<file path="src/hw/rtl/hcfv_pkg.sv">
`timescale 1ns / 1ps

package hcfv_pkg;

    localparam int unsigned BYTE_W   = 8;
    localparam int unsigned COUNT_W  = 9;
    localparam int unsigned LEN_W    = COUNT_W + 1;
    localparam int unsigned STATUS_W = 3;
    localparam int unsigned CFG_IDX_W = 1;

    // Longest frame that passes the length check.
    localparam logic [LEN_W-1:0] MAX_FRAME_BYTES = LEN_W'(255);
    localparam logic [LEN_W-1:0] MIN_FRAME_BYTES = LEN_W'(4);
    localparam logic [COUNT_W-1:0] COUNT_MAX = '1;

    // Byte positions within a frame.
    localparam logic [COUNT_W-1:0] POS_HEAD   = COUNT_W'(0);
    localparam logic [COUNT_W-1:0] POS_LENGTH = COUNT_W'(1);
    localparam logic [COUNT_W-1:0] POS_ADDR   = COUNT_W'(3);
    localparam logic [COUNT_W-1:0] POS_CMD    = COUNT_W'(4);

    localparam logic [CFG_IDX_W-1:0] REG_HEAD_VALUE = 1'b0;
    localparam logic [CFG_IDX_W-1:0] REG_TAIL_VALUE = 1'b1;

    localparam logic [STATUS_W-1:0] STATUS_OK       = 3'd0;
    localparam logic [STATUS_W-1:0] STATUS_BAD_HEAD = 3'd1;
    localparam logic [STATUS_W-1:0] STATUS_BAD_TAIL = 3'd2;
    localparam logic [STATUS_W-1:0] STATUS_BAD_LEN  = 3'd3;
    localparam logic [STATUS_W-1:0] STATUS_BAD_SUM  = 3'd4;

    localparam logic [BYTE_W-1:0] ASCII_ZERO       = 8'h30;
    localparam logic [BYTE_W-1:0] ASCII_UPPER_BASE = 8'h37;

    // Uppercase ASCII hex digit for a nibble.
    function automatic logic [BYTE_W-1:0] hex_char(input logic [3:0] nib);
        logic [BYTE_W-1:0] wide;
        wide = {4'h0, nib};
        if (nib < 4'd10)
        begin
            hex_char = ASCII_ZERO + wide;
        end
        else
        begin
            hex_char = ASCII_UPPER_BASE + wide;
        end
    endfunction

endpackage

</file>
<file path="src/hw/rtl/hcfv_stream_if.sv">
`timescale 1ns / 1ps

interface hcfv_byte_if;
    logic                             valid;
    logic                             ready;
    logic [hcfv_pkg::BYTE_W-1:0]      data_byte;
    logic                             end_of_frame;

    modport source (output valid, output data_byte, output end_of_frame, input ready);
    modport sink   (input valid, input data_byte, input end_of_frame, output ready);
endinterface

interface hcfv_result_if;
    logic                             valid;
    logic                             ready;
    logic [hcfv_pkg::STATUS_W-1:0]    status;
    logic [hcfv_pkg::BYTE_W-1:0]      frame_addr;
    logic [hcfv_pkg::BYTE_W-1:0]      frame_cmd;

    modport source (output valid, output status, output frame_addr, output frame_cmd,
                    input ready);
    modport sink   (input valid, input status, input frame_addr, input frame_cmd,
                    output ready);
endinterface

</file>
<file path="src/hw/rtl/hex_checksum_frame_validator.sv">
`timescale 1ns / 1ps
// The frame status enters the result register in the cycle after the
// transaction that carries the end-of-frame byte; other bytes give no result.
// Throughput: one byte per cycle; the input stalls only while a result waits
// and the receiver is not ready, since the result register is the only stage.
// Reset (rst_n low, asynchronous) clears the frame state, both registers and
// the result valid flag.
module hex_checksum_frame_validator
#(
    parameter logic [hcfv_pkg::LEN_W-1:0] MAX_FRAME_BYTES = hcfv_pkg::MAX_FRAME_BYTES
)
(
    input  logic                                 clk,
    input  logic                                 rst_n,
    input  logic                                 cfg_we,
    input  logic [hcfv_pkg::CFG_IDX_W-1:0]       cfg_index,
    input  logic [hcfv_pkg::BYTE_W-1:0]          cfg_data,
    hcfv_byte_if.sink                            byte_in,
    hcfv_result_if.source                        result
);

    logic [hcfv_pkg::BYTE_W-1:0]   head_value_reg;
    logic [hcfv_pkg::BYTE_W-1:0]   tail_value_reg;

    logic [hcfv_pkg::COUNT_W-1:0]  byte_count_reg, byte_count_next;
    logic [hcfv_pkg::BYTE_W-1:0]   running_sum_reg, running_sum_next;
    logic                          head_ok_reg, head_ok_next;
    logic [hcfv_pkg::BYTE_W-1:0]   length_byte_reg, length_byte_next;
    logic [hcfv_pkg::BYTE_W-1:0]   addr_byte_reg, addr_byte_next;
    logic [hcfv_pkg::BYTE_W-1:0]   cmd_byte_reg, cmd_byte_next;
    logic [hcfv_pkg::BYTE_W-1:0]   prev_one_reg, prev_one_next;
    logic [hcfv_pkg::BYTE_W-1:0]   prev_two_reg, prev_two_next;

    logic                          out_valid_reg, out_valid_next;
    logic [hcfv_pkg::STATUS_W-1:0] status_reg, status_next;
    logic [hcfv_pkg::BYTE_W-1:0]   frame_addr_reg, frame_addr_next;
    logic [hcfv_pkg::BYTE_W-1:0]   frame_cmd_reg, frame_cmd_next;

    logic                          in_accept;
    logic                          head_ok_cur;
    logic [hcfv_pkg::BYTE_W-1:0]   length_cur;
    logic [hcfv_pkg::BYTE_W-1:0]   addr_cur;
    logic [hcfv_pkg::BYTE_W-1:0]   cmd_cur;
    logic [hcfv_pkg::LEN_W-1:0]    frame_len;
    logic [hcfv_pkg::BYTE_W-1:0]   payload_sum;
    logic                          len_bad;
    logic                          sum_bad;
    logic [hcfv_pkg::STATUS_W-1:0] frame_status;

    assign byte_in.ready = !out_valid_reg || result.ready;
    assign in_accept     = byte_in.valid && byte_in.ready;

    assign result.valid      = out_valid_reg;
    assign result.status     = status_reg;
    assign result.frame_addr = frame_addr_reg;
    assign result.frame_cmd  = frame_cmd_reg;

    // Header fields as they stand once the current byte is taken into account.
    always_comb
    begin
        head_ok_cur = head_ok_reg;
        length_cur  = length_byte_reg;
        addr_cur    = addr_byte_reg;
        cmd_cur     = cmd_byte_reg;
        case (byte_count_reg)
            hcfv_pkg::POS_HEAD:   head_ok_cur = (byte_in.data_byte == head_value_reg);
            hcfv_pkg::POS_LENGTH: length_cur  = byte_in.data_byte;
            hcfv_pkg::POS_ADDR:   addr_cur    = byte_in.data_byte;
            hcfv_pkg::POS_CMD:    cmd_cur     = byte_in.data_byte;
            default:              ;
        endcase
    end

    // The running sum covers bytes 1 up to the one before the tail, so the two
    // checksum digits are taken back out of it.
    assign frame_len   = {1'b0, byte_count_reg} + hcfv_pkg::LEN_W'(1);
    assign payload_sum = running_sum_reg - prev_one_reg - prev_two_reg;
    assign len_bad     = (frame_len < hcfv_pkg::MIN_FRAME_BYTES)
                      || (frame_len > MAX_FRAME_BYTES)
                      || ({{(hcfv_pkg::LEN_W-hcfv_pkg::BYTE_W){1'b0}}, length_cur} != frame_len);
    assign sum_bad     = (prev_two_reg != hcfv_pkg::hex_char(payload_sum[7:4]))
                      || (prev_one_reg != hcfv_pkg::hex_char(payload_sum[3:0]));

    always_comb
    begin
        if (!head_ok_cur)
        begin
            frame_status = hcfv_pkg::STATUS_BAD_HEAD;
        end
        else if (byte_in.data_byte != tail_value_reg)
        begin
            frame_status = hcfv_pkg::STATUS_BAD_TAIL;
        end
        else if (len_bad)
        begin
            frame_status = hcfv_pkg::STATUS_BAD_LEN;
        end
        else if (sum_bad)
        begin
            frame_status = hcfv_pkg::STATUS_BAD_SUM;
        end
        else
        begin
            frame_status = hcfv_pkg::STATUS_OK;
        end
    end

    always_comb
    begin
        byte_count_next  = byte_count_reg;
        running_sum_next = running_sum_reg;
        head_ok_next     = head_ok_reg;
        length_byte_next = length_byte_reg;
        addr_byte_next   = addr_byte_reg;
        cmd_byte_next    = cmd_byte_reg;
        prev_one_next    = prev_one_reg;
        prev_two_next    = prev_two_reg;
        out_valid_next   = out_valid_reg && !result.ready;
        status_next      = status_reg;
        frame_addr_next  = frame_addr_reg;
        frame_cmd_next   = frame_cmd_reg;

        if (in_accept)
        begin
            if (byte_in.end_of_frame)
            begin
                out_valid_next   = 1'b1;
                status_next      = frame_status;
                frame_addr_next  = addr_cur;
                frame_cmd_next   = cmd_cur;
                byte_count_next  = '0;
                running_sum_next = '0;
                head_ok_next     = 1'b0;
                length_byte_next = '0;
                addr_byte_next   = '0;
                cmd_byte_next    = '0;
                prev_one_next    = '0;
                prev_two_next    = '0;
            end
            else
            begin
                head_ok_next     = head_ok_cur;
                length_byte_next = length_cur;
                addr_byte_next   = addr_cur;
                cmd_byte_next    = cmd_cur;
                if (byte_count_reg != hcfv_pkg::POS_HEAD)
                begin
                    running_sum_next = running_sum_reg + byte_in.data_byte;
                end
                prev_two_next = prev_one_reg;
                prev_one_next = byte_in.data_byte;
                if (byte_count_reg != hcfv_pkg::COUNT_MAX)
                begin
                    byte_count_next = byte_count_reg + hcfv_pkg::COUNT_W'(1);
                end
            end
        end
    end

    always_ff @(posedge clk or negedge rst_n)
    begin
        if (!rst_n)
        begin
            head_value_reg <= '0;
            tail_value_reg <= '0;
        end
        else if (cfg_we)
        begin
            case (cfg_index)
                hcfv_pkg::REG_HEAD_VALUE: head_value_reg <= cfg_data;
                hcfv_pkg::REG_TAIL_VALUE: tail_value_reg <= cfg_data;
                default:                  ;
            endcase
        end
    end

    always_ff @(posedge clk or negedge rst_n)
    begin
        if (!rst_n)
        begin
            byte_count_reg  <= '0;
            running_sum_reg <= '0;
            head_ok_reg     <= 1'b0;
            length_byte_reg <= '0;
            addr_byte_reg   <= '0;
            cmd_byte_reg    <= '0;
            prev_one_reg    <= '0;
            prev_two_reg    <= '0;
            out_valid_reg   <= 1'b0;
        end
        else
        begin
            byte_count_reg  <= byte_count_next;
            running_sum_reg <= running_sum_next;
            head_ok_reg     <= head_ok_next;
            length_byte_reg <= length_byte_next;
            addr_byte_reg   <= addr_byte_next;
            cmd_byte_reg    <= cmd_byte_next;
            prev_one_reg    <= prev_one_next;
            prev_two_reg    <= prev_two_next;
            out_valid_reg   <= out_valid_next;
        end
    end

    always_ff @(posedge clk)
    begin
        status_reg     <= status_next;
        frame_addr_reg <= frame_addr_next;
        frame_cmd_reg  <= frame_cmd_next;
    end

endmodule
</file>
<file path="src/flat_wrapper.sv">
// flat-port wrapper written by rule: the top's interface ports become plain ports
module hex_checksum_frame_validator_flat 
#(
    parameter logic [hcfv_pkg::LEN_W-1:0] MAX_FRAME_BYTES = hcfv_pkg::MAX_FRAME_BYTES
)
  (clk, rst_n, cfg_we, cfg_index, cfg_data, byte_in_valid, byte_in_data_byte, byte_in_end_of_frame, byte_in_ready, result_valid, result_status, result_frame_addr, result_frame_cmd, result_ready);
  hcfv_byte_if byte_in_i ();
  hcfv_result_if result_i ();
  input  logic clk;
  input  logic rst_n;
  input  logic cfg_we;
  input  logic [hcfv_pkg::CFG_IDX_W-1:0] cfg_index;
  input  logic [hcfv_pkg::BYTE_W-1:0] cfg_data;
  input wire logic [$bits(byte_in_i.valid)-1:0] byte_in_valid;
  input wire logic [$bits(byte_in_i.data_byte)-1:0] byte_in_data_byte;
  input wire logic [$bits(byte_in_i.end_of_frame)-1:0] byte_in_end_of_frame;
  output wire logic [$bits(byte_in_i.ready)-1:0] byte_in_ready;
  output wire logic [$bits(result_i.valid)-1:0] result_valid;
  output wire logic [$bits(result_i.status)-1:0] result_status;
  output wire logic [$bits(result_i.frame_addr)-1:0] result_frame_addr;
  output wire logic [$bits(result_i.frame_cmd)-1:0] result_frame_cmd;
  input wire logic [$bits(result_i.ready)-1:0] result_ready;
  assign byte_in_i.valid = byte_in_valid;
  assign byte_in_i.data_byte = byte_in_data_byte;
  assign byte_in_i.end_of_frame = byte_in_end_of_frame;
  assign byte_in_ready = byte_in_i.ready;
  assign result_valid = result_i.valid;
  assign result_status = result_i.status;
  assign result_frame_addr = result_i.frame_addr;
  assign result_frame_cmd = result_i.frame_cmd;
  assign result_i.ready = result_ready;
  hex_checksum_frame_validator #(.MAX_FRAME_BYTES(MAX_FRAME_BYTES)) u_core (.clk(clk), .rst_n(rst_n), .cfg_we(cfg_we), .cfg_index(cfg_index), .cfg_data(cfg_data), .byte_in(byte_in_i), .result(result_i));
endmodule
</file>
<file path="config.mk">
export PLATFORM = sky130hd
export DESIGN_NAME = hex_checksum_frame_validator_flat
export DESIGN_NICKNAME = d
export VERILOG_FILES = /design/src/hw/rtl/hcfv_pkg.sv /design/src/hw/rtl/hcfv_stream_if.sv /design/src/hw/rtl/hex_checksum_frame_validator.sv /design/src/flat_wrapper.sv
export SDC_FILE = /design/constraint.sdc
export NUM_CORES = 1
export LEC_CHECK = 0
export BUFFER_PORTS_ARGS = -buffer_cell sky130_fd_sc_hd__buf_2
export CAP_MARGIN = 5
export CORE_AREA = 8 8 163 88
export CTS_CLUSTER_DIAMETER = 150
export DETAILED_ROUTE_END_ITERATION = 10
export DIE_AREA = 0 0 171 96
export GPL_TIMING_DRIVEN = 0
export PLACE_DENSITY = 0.77
export SLEW_MARGIN = 10
export SYNTH_ARGS = -nofsm -noshare
export SYNTH_HDL_FRONTEND = slang
export SYNTH_SLANG_ARGS = --single-unit
</file>
<file path="constraint.sdc">
create_clock -name clk -period 4.5 [get_ports clk]
set_input_delay 0.9 -clock clk [delete_from_list [all_inputs] [get_ports clk]]
set_output_delay 0.9 -clock clk [all_outputs]
set_load 0.03 [all_outputs]
</file>
==> flow_metrics.tcl, run 1 <==
set metrics [dict create \
    finalHoldViolations 0 \
    cp_slowest_cell "fa_1" \
    critPathTopFamily "compound AO/OA/AOI/OAI gates" \
    outcome "finished, final reports clean" \
    io_buffer_count 42 \
    fin_area_um2 6640 \
    rsz0062_at_grt "false" \
    r2r-start "u_core.prev_two_reg[2]" \
    numCtsBuffers 9 \
    synthArstFlopShare_pct 79.79 \
    critPathMaxStageDelay_ns 0.50 \
    htree_num_levels 3 \
    gp_congestion 0.9331 \
    largest_reg_flops 9 \
    ys.flop_type "dfrtp_1" \
    clk-insertion-delay-late_ns 0.35 \
    cts-resized-gates 0 \
    cts-root-buf "clkbuf_16" \
    num_antenna_cells 0 \
    ctsHoldBuffers 0 \
    netlist.area_leader.share_pct 31.81 \
    min_period_over_period_pct 85.25 \
    antenna_found_initial 0 \
    ys_types 69 \
    tritoncts "built" \
    drive_above_1_share_pct 18.83 \
    cp-start-kind "flop" \
    min-delay-start "u_core.addr_byte_reg[4]" \
    fin_hold_ws_ns 0.4770 \
    worstReg2RegEnd "u_core.result.status[2]" \
    max_cap_viol_count 0 \
    rows 29 \
    crit_path_start "u_core.prev_two_reg[2]" \
    yosysWarnings 0 \
    synth_top_area_cell "dfrtp_1" \
    post-route-drc-count 0 \
    grt_pass1_wl_um 27010 \
    cp.depth 13 \
    yosysSeqAreaShare_pct 41.48 \
    via_count 5018 \
    ant_nets 0 \
    worst_pin_slew_ns 1.026 \
    die-area_um2 16420 \
    viasPerCell 6.017 \
    overflow 0 \
    stdcell_count 834 \
    power_uw 4061 \
    relSlewSlack_pct 31.55 \
    worstPathMaxFanout 6 \
    crit_buf_inv 1 \
    drv_slew 0 \
    path_clk_slew_ns 0.07 \
    die_h_um 96 \
    fmax_mhz 260.7 \
    clock-sinks 94 \
    num-fill-cells 1072 \
    irDropWorstVdd_v 0.0003969 \
    wl_um 16700 \
    drtIter0Drc 670 \
    min_period_ns 3.836 \
    r2r_cells 13 \
    setup_viol 0 \
    synth_area_leaders "dfrtp_1, edfxtp_1, mux2_2" \
    grt_pass1_vias 4848 \
    dpl_cell_area_um2 6347 \
    crit_path_cell_trace "inv_1 -> fa_1 -> ha_1 -> a21oi_1 -> a21oi_1 -> a2111o_1 -> nand2_1 -> ha_1 -> nand4_1 -> mux2i_1 -> o211ai_1 -> a2111oi_4 -> a311oi_1" \
    ioPinCount 44 \
    synth_edf_count 19 \
    leakage_uw 0.002789 \
    crit_path_end "u_core.result.status[2]" \
    power.density_nw_per_um2 611.6 \
    syn_to_final_growth_pct 12.56 \
    worstPathArrival_ns 3.90 \
    postCtsSetupBuffers 0 \
    regToRegSetupSlack_ns 0.66 \
    hpwlAfterDp_um 12770 \
    synth_area_per_cell_um2 9.751 \
    end_kind "flop" \
    syn_area_um2 5899 \
    nNetsFinal 712 \
    clock_path_buffers 2 \
    firstDrtPassIters 5 \
    track_usage_pct 21.22 \
    min_path_type "flop to flop" \
    wl_per_cell_um 20.02 \
    syn_nets 658 \
    placed_cells 818 \
    worstSetupPathType "flop to flop" \
    die-width_um 171 \
    worstPathRequired_ns 4.57 \
    grt_start_max_net_pins 42 \
    netlist_instances 605 \
    synth-seq-cells 94 \
    initial_core_util_pct 48.39 \
    core_area_um2 12190 \
    fin_skew_ns 0.006954 \
    final.setup.tns_ns 0 \
]
cells in the mapped netlist, types with 4 or more instances:
master,count
nand2_1,82
dfrtp_1,75
o21ai_0,44
mux2_2,34
nor2_1,31
clkbuf_1,27
xnor2_1,27
inv_1,26
a21oi_1,24
ha_1,22
edfxtp_1,19
nand3_1,16
nand4_1,10
a21o_1,9
a22o_1,9
fa_1,8
and3_1,7
nor3_1,7
nor4_1,7
o31ai_1,7
a31o_2,6
or3_1,6
xor2_1,6
a21boi_0,5
mux2i_1,5
o22ai_1,5
a2111o_1,4
buf_2,4
o211ai_1,4
or2_2,4
layout by cell type, fill, tap and decap left out, types with 10 or more instances in the layout:
master	instances
buf_2	45
clkbuf_1	27
edfxtp_1	19
mux2_2	34
dfrtp_1	75
nand2_1	82
nor2_1	30
a21oi_1	24
nand4_1	10
ha_1	22
xnor2_1	27
o21ai_0	44
inv_1	26
nand3_1	16
through the flow:
step                      util, %  setup WS (ns)
after detailed placement    52.06         0.7867
after global placement      51.86         0.8821
after global routing        54.46         0.4178
after CTS                   54.46         0.7572
final                       54.46         0.6639
after floorplan                 -          1.175
power breakdown:
group	switching [uW]	internal, uW	leakage, uW	total (uW)
logic	1250	896	0.00150	2150
clock network	354	400	0.000135	754
registers	144	1010	0.00116	1160
total	1750	2310	0.00279	4060
worst min-delay path by stage:
stage	depth (start not counted)	to
2_1_floorplan	2	u_core.length_byte_reg[0]
3_3_place_gp	2	u_core.addr_byte_reg[3]
3_5_place_dp	2	u_core.addr_byte_reg[4]
4_1_cts	2	u_core.addr_byte_reg[4]
5_1_grt	2	u_core.length_byte_reg[0]
6_report	2	u_core.addr_byte_reg[4]
worst register-to-register path, stage by stage, from the launching register on:
cell and delay, ns:
dfrtp_1 0.46, inv_1 0.17, fa_1 0.50, ha_1 0.40, a21oi_1 0.24, a21oi_1 0.10
a2111o_1 0.42, nand2_1 0.13, ha_1 0.22, nand4_1 0.11, mux2i_1 0.19, o211ai_1 0.15
a2111oi_4 0.34, a311oi_1 0.14
routing by layer:
| metal | up-vias | part of all wire, % | global-route usage [%] |
|---|---|---|---|
| met2 | 242 | 41 | 30.24 |
| met3 | 18 | 11 | 5.894 |
| met1 | 2478 | 46 | 31.73 |
| met4 | 0 | 0.94 | 3.595 |
| met5 | - | 0 | 0 |
| li1 | 2280 | - | - |
cell type report:
cell class | instances | area (um^2) | area share, %
Clock inverter | 6 | 53.80 | 0.8103
Timing Repair Buffer | 43 | 232.7 | 3.505
Inverter | 26 | 97.59 | 1.470
Clock buffer | 10 | 239.0 | 3.599
Multi-Input combinational cell | 449 | 3204 | 48.26
Sequential cell | 94 | 2447 | 36.86
Buffer | 36 | 152.6 | 2.299
Tap cell | 170 | 212.7 | 3.203
kinds of logic (layout without fill, tap and decap cells):
kind of cell	Yosys count	in the layout	synth area share [%]
and+or+nand+nor	199	199	16.76
AOI/OAI and AO/OA	145	145	17.07
DFF	94	94	41.48
buffers and inverters	62	121	4.242
muxes	39	39	7.338
xor gates and xnor gates	36	36	5.727
adders and majority gates	30	30	7.381
Note: power is estimated with default switching activity, not from simulation.
==> inputs of run 2 (changes only) <==
Settings changed: PLACE_DENSITY 0.77 to 0.72, SLEW_MARGIN 10 to default.
==> run 2 against run 1 <==
Fmax down 0.88%; clock-buffer cell count shrank 1; non-clock buffer count grew 1; core utilization is 0.062 points higher; hold slack got worse by 0.092 ns; power is 0.34% lower; clock power is 0.7% lower; sequential power about the same; wire length is 0.25% lower; combinational power hardly changed; clock skew increased by 0.0042 ns; sequential share of layout area is essentially flat; critical path type unchanged; critical endpoint unchanged; largest cell class unchanged.
==> flow_metrics.tcl, run 2 (synthesized netlist as in run 1, its figures left out) <==
set metrics [dict create \
    outcome "finished, final reports clean" \
    die-area_um2 16420 \
    leakage_uw 0.002801 \
    overflow 0 \
    rows 29 \
    grt_start_max_net_pins 66 \
    gp_congestion 0.9666 \
    placed_cells 819 \
    htree_num_levels 3 \
    core_area_um2 12190 \
    die-width_um 171 \
    crit_path_cell_trace "inv_1 -> fa_1 -> ha_1 -> a21oi_1 -> a21oi_1 -> a2111o_1 -> nand2_1 -> ha_1 -> nor4_1 -> mux2_2 -> o211ai_1 -> a2111oi_4 -> a311oi_1" \
    viasPerCell 5.996 \
    cp-start-kind "flop" \
    end_kind "flop" \
    wl_per_cell_um 19.95 \
    grt_pass1_wl_um 26300 \
    cts-resized-gates 0 \
    cp_slowest_cell "fa_1" \
    drive_above_1_share_pct 18.80 \
    clk-insertion-delay-late_ns 0.35 \
    post-route-drc-count 0 \
    drtIter0Drc 676 \
    irDropWorstVdd_v 0.0002939 \
    numCtsBuffers 9 \
    power_uw 4047 \
    largest_reg_flops 9 \
    tritoncts "built" \
    hpwlAfterDp_um 12740 \
    fin_skew_ns 0.01111 \
    die_h_um 96 \
    worstSetupPathType "flop to flop" \
    min_period_over_period_pct 86.00 \
    final.setup.tns_ns 0 \
    min_path_type "primary input to async pin" \
    worstPathRequired_ns 4.62 \
    final_util_pct 54.53 \
    max_cap_viol_count 0 \
    min_period_ns 3.870 \
    fmax_mhz 258.4 \
    r2r_cells 13 \
    ioPinCount 44 \
    cp.depth 13 \
    setup_viol 0 \
    worst_slack_ns 0.6298 \
    wl_um 16660 \
    path_clk_slew_ns 0.08 \
    worst_pin_slew_ns 0.6577 \
    via_count 5007 \
    power.density_nw_per_um2 608.8 \
    track_usage_pct 20.90 \
    grt_pass1_vias 4749 \
    initial_core_util_pct 48.39 \
    firstDrtPassIters 6 \
    dp_slack_ns 0.7336 \
    relSlewSlack_pct 56.16 \
    stdcell_count 835 \
    nNetsFinal 713 \
    crit_buf_inv 1 \
    num_antenna_cells 0 \
    drv_slew 0 \
    finalHoldViolations 0 \
    final_common_cell "nand2_1" \
    critPathMaxStageDelay_ns 0.53 \
    postCtsSetupBuffers 0 \
    ctsHoldBuffers 0 \
    rsz0062_at_grt "false" \
    critPathTopFamily "compound AO/OA/AOI/OAI gates" \
    clock_path_buffers 2 \
    clock-sinks 94 \
    ant_nets 0 \
    worstPathArrival_ns 3.99 \
    io_buffer_count 42 \
    syn_to_final_growth_pct 12.68 \
    mostFrequentLayoutCells "nand2_1, dfrtp_1, buf_2" \
    antenna_found_initial 0 \
    worstPathMaxFanout 6 \
    cts-root-buf "clkbuf_16" \
]
## run 2: changes by cell type in the layout (fill, tap and decap cells not counted), sizes merged
| cell | previous run | this run |
|---|---|---|
| clkinvlp | 3 | 1 |
| buf | 51 | 52 |
| clkbuf | 38 | 37 |
| clkinv | 0 | 2 |
| inv | 29 | 30 |
## run 2: layout make-up
cell class	instances	area, um^2
Fill cell	1075	5544
Tap cell	170	212.7
Buffer	36	152.6
Clock buffer	9	225.2
Clock inverter	7	62.56
Inverter	26	97.59
Multi-Input combinational cell	449	3202
Timing Repair Buffer	44	247.7
Sequential cell	94	2447
## run 2: metrics by stage
stage                     area [um^2]  hold WS (ns)
final                            6648        0.3847
after global routing             6648        0.3780
after CTS                        6648        0.3814
after detailed placement         6360        0.4654
after global placement           6322        0.4566
after floorplan                  5899        0.4435
## run 2: path summary, 6_finish.rpt
kind                                                start                   endpoint  slack [ns]
max in group asynchronous                           rst_n  u_core.running_sum_reg[4]        3.54
min in group clk                u_core.length_byte_reg[0]  u_core.length_byte_reg[0]        0.48
worst max register to register     u_core.prev_two_reg[2]    u_core.result.status[2]        0.63
worst min register to register  u_core.length_byte_reg[0]  u_core.length_byte_reg[0]        0.48
worst max-delay path               u_core.prev_two_reg[2]    u_core.result.status[2]        0.63
worst min-delay path                                rst_n     u_core.cmd_byte_reg[6]        0.38
## run 2: metal layers
| metal | vias up | global-route usage (%) | share of wire (%) |
|---|---|---|---|
| met5 | - | 0 | 0 |
| met4 | 0 | 4.745 | 1.1 |
| met3 | 28 | 6.508 | 12 |
| met2 | 274 | 28.62 | 39 |
| met1 | 2420 | 31.29 | 48 |
| li1 | 2285 | - | - |
## run 2: power breakdown
group	switching (uW)	internal, uW	total [uW]
Clock	362	387	749
Sequential	135	1010	1150
Combinational	1250	898	2150
Total	1750	2300	4050
## run 2: worst register-to-register path, stage by stage (launching register included)
cell	delay (ns)
dfrtp_1	0.43
inv_1	0.13
fa_1	0.53
ha_1	0.40
a21oi_1	0.23
a21oi_1	0.10
a2111o_1	0.38
nand2_1	0.12
ha_1	0.23
nor4_1	0.06
mux2_2	0.28
o211ai_1	0.29
a2111oi_4	0.12
a311oi_1	0.34
==> inputs of run 3 (changes only) <==
Settings changed: MAX_ROUTING_LAYER from default to met4.
==> run 3 against run 2 <==
Sequential power hardly changed; die area stayed put; cell count shrank 0.12%; setup slack improved by 0.0074 ns; global-route usage up 0.86 points; wire length is 0.94% higher; clock-buffer cell count is the same; power about the same; clock skew fell by 0.0054 ns; register-to-register slack is essentially flat; via count rose by 0.22%; first-iteration DRC count shrank 14%; highest routed layer unchanged.
==> flow_metrics.tcl, run 3 (synthesized netlist as in run 1, its figures left out) <==
set metrics [dict create \
    outcome "finished, final reports clean" \
    setup_viol 0 \
    num-fill-cells 1125 \
    htree_num_levels 3 \
    cts-root-buf "clkbuf_16" \
    cp_slowest_cell "fa_1" \
    io_buffer_count 42 \
    drv_slew 0 \
    syn_to_final_growth_pct 12.77 \
    worstPathArrival_ns 4.01 \
    rsz0062_at_grt "false" \
    grt_pass1_vias 4750 \
    finalHoldViolations 0 \
    track_usage_pct 21.76 \
    fin_skew_ns 0.005750 \
    ant_nets 0 \
    clk-insertion-delay-late_ns 0.34 \
    cts-resized-gates 0 \
    core_area_um2 12190 \
    crit_buf_inv 1 \
    initial_core_util_pct 48.39 \
    nNetsFinal 712 \
    numCtsBuffers 9 \
    clock_path_buffers 2 \
    largest_reg_flops 9 \
    critPathTopFamily "compound AO/OA/AOI/OAI gates" \
    fmax_mhz 258.9 \
    worstSetupPathType "flop to flop" \
    wl_per_cell_um 20.16 \
    wl_um 16820 \
    end_kind "flop" \
    tritoncts "built" \
    power_uw 4051 \
    power.density_nw_per_um2 608.9 \
    hpwlAfterDp_um 12690 \
    dp_slack_ns 0.7019 \
    grt_pass1_wl_um 26380 \
    via_count 5018 \
    drive_above_1_share_pct 18.67 \
    die-width_um 171 \
    die-area_um2 16420 \
    antenna_found_initial 1 \
    grt_start_max_net_pins 74 \
    irDropWorstVdd_v 0.0003094 \
    clock-sinks 94 \
    min_period_ns 3.863 \
    path_clk_slew_ns 0.07 \
    rows 29 \
    drtIter0Drc 578 \
    stdcell_count 834 \
    worstPathRequired_ns 4.65 \
    ctsHoldBuffers 0 \
    final_common_cell "nand2_1" \
    relSlewSlack_pct 32.39 \
    firstDrtPassIters 5 \
    crit_path_cell_trace "inv_1 -> fa_1 -> ha_1 -> a21oi_1 -> a21oi_1 -> a2111o_1 -> nand2_1 -> ha_1 -> nor4_1 -> mux2_2 -> o211ai_1 -> a2111oi_4 -> a311oi_1" \
    critPathMaxStageDelay_ns 0.50 \
    worstPathMaxFanout 6 \
    min_period_over_period_pct 85.84 \
    max_cap_viol_count 0 \
    num_antenna_cells 0 \
    postCtsSetupBuffers 0 \
    gp_congestion 0.9726 \
    ioPinCount 44 \
    leakage_uw 0.002800 \
    cp-start-kind "flop" \
    post-route-drc-count 0 \
    final.setup.tns_ns 0 \
    overflow 0 \
    die_h_um 96 \
    worst_pin_slew_ns 1.013 \
    worst_slack_ns 0.6372 \
    mostFrequentLayoutCells "nand2_1, dfrtp_1, buf_2" \
    min_path_type "primary input to async pin" \
    placed_cells 818 \
    viasPerCell 6.017 \
]
## run 3: report_power, final
part	internal (uW)	total (uW)	leakage, uW	switching (uW)
Clock	433	772	0.000144	339
Sequential	1020	1160	0.00116	143
Combinational	891	2120	0.00150	1230
## run 3: layout make-up
class	count	area, um^2	share of cell area [%]
repair buffers	43	240.2	3.611
inverters	26	97.59	1.467
well taps	170	212.7	3.197
plain buffers	36	152.6	2.295
flip-flops and latches	94	2447	36.79
clock inverters	7	72.57	1.091
multi-input cells	449	3204	48.17
clock buffers	9	225.2	3.385
## run 3: layer usage
layer | GRT usage (%) | up-vias | routed length (um)
met3 | 5.731 | 13 | 1837
met4 | 4.457 | 0 | 125
met1 | 31.49 | 2442 | 8174
met5 | - | - | 0
li1 | - | 2290 | -
met2 | 29.81 | 273 | 6677
## run 3: stage by stage
step           hold slack (ns)  cell area [um^2]  utilization [%]
6_report                0.3443              6653            54.57
5_1_grt                 0.3388              6653            54.57
4_1_cts                 0.3366              6653            54.57
3_5_place_dp            0.4694              6355            52.12
3_3_place_gp            0.4569              6322            51.86
2_1_floorplan           0.4435              5899                -
## run 3: final timing paths
path                                        start  slack (ns)                       end  cells past startpoint
max                        u_core.prev_two_reg[2]        0.64   u_core.result.status[2]                     13
min                                         rst_n        0.34    u_core.prev_two_reg[6]                      1
max reg2reg                u_core.prev_two_reg[2]        0.64   u_core.result.status[2]                     13
min reg2reg                u_core.cmd_byte_reg[0]        0.48    u_core.cmd_byte_reg[0]                      2
max in group asynchronous                   rst_n        3.61  u_core.head_value_reg[6]                      2
min in group clk           u_core.cmd_byte_reg[0]        0.48    u_core.cmd_byte_reg[0]                      2
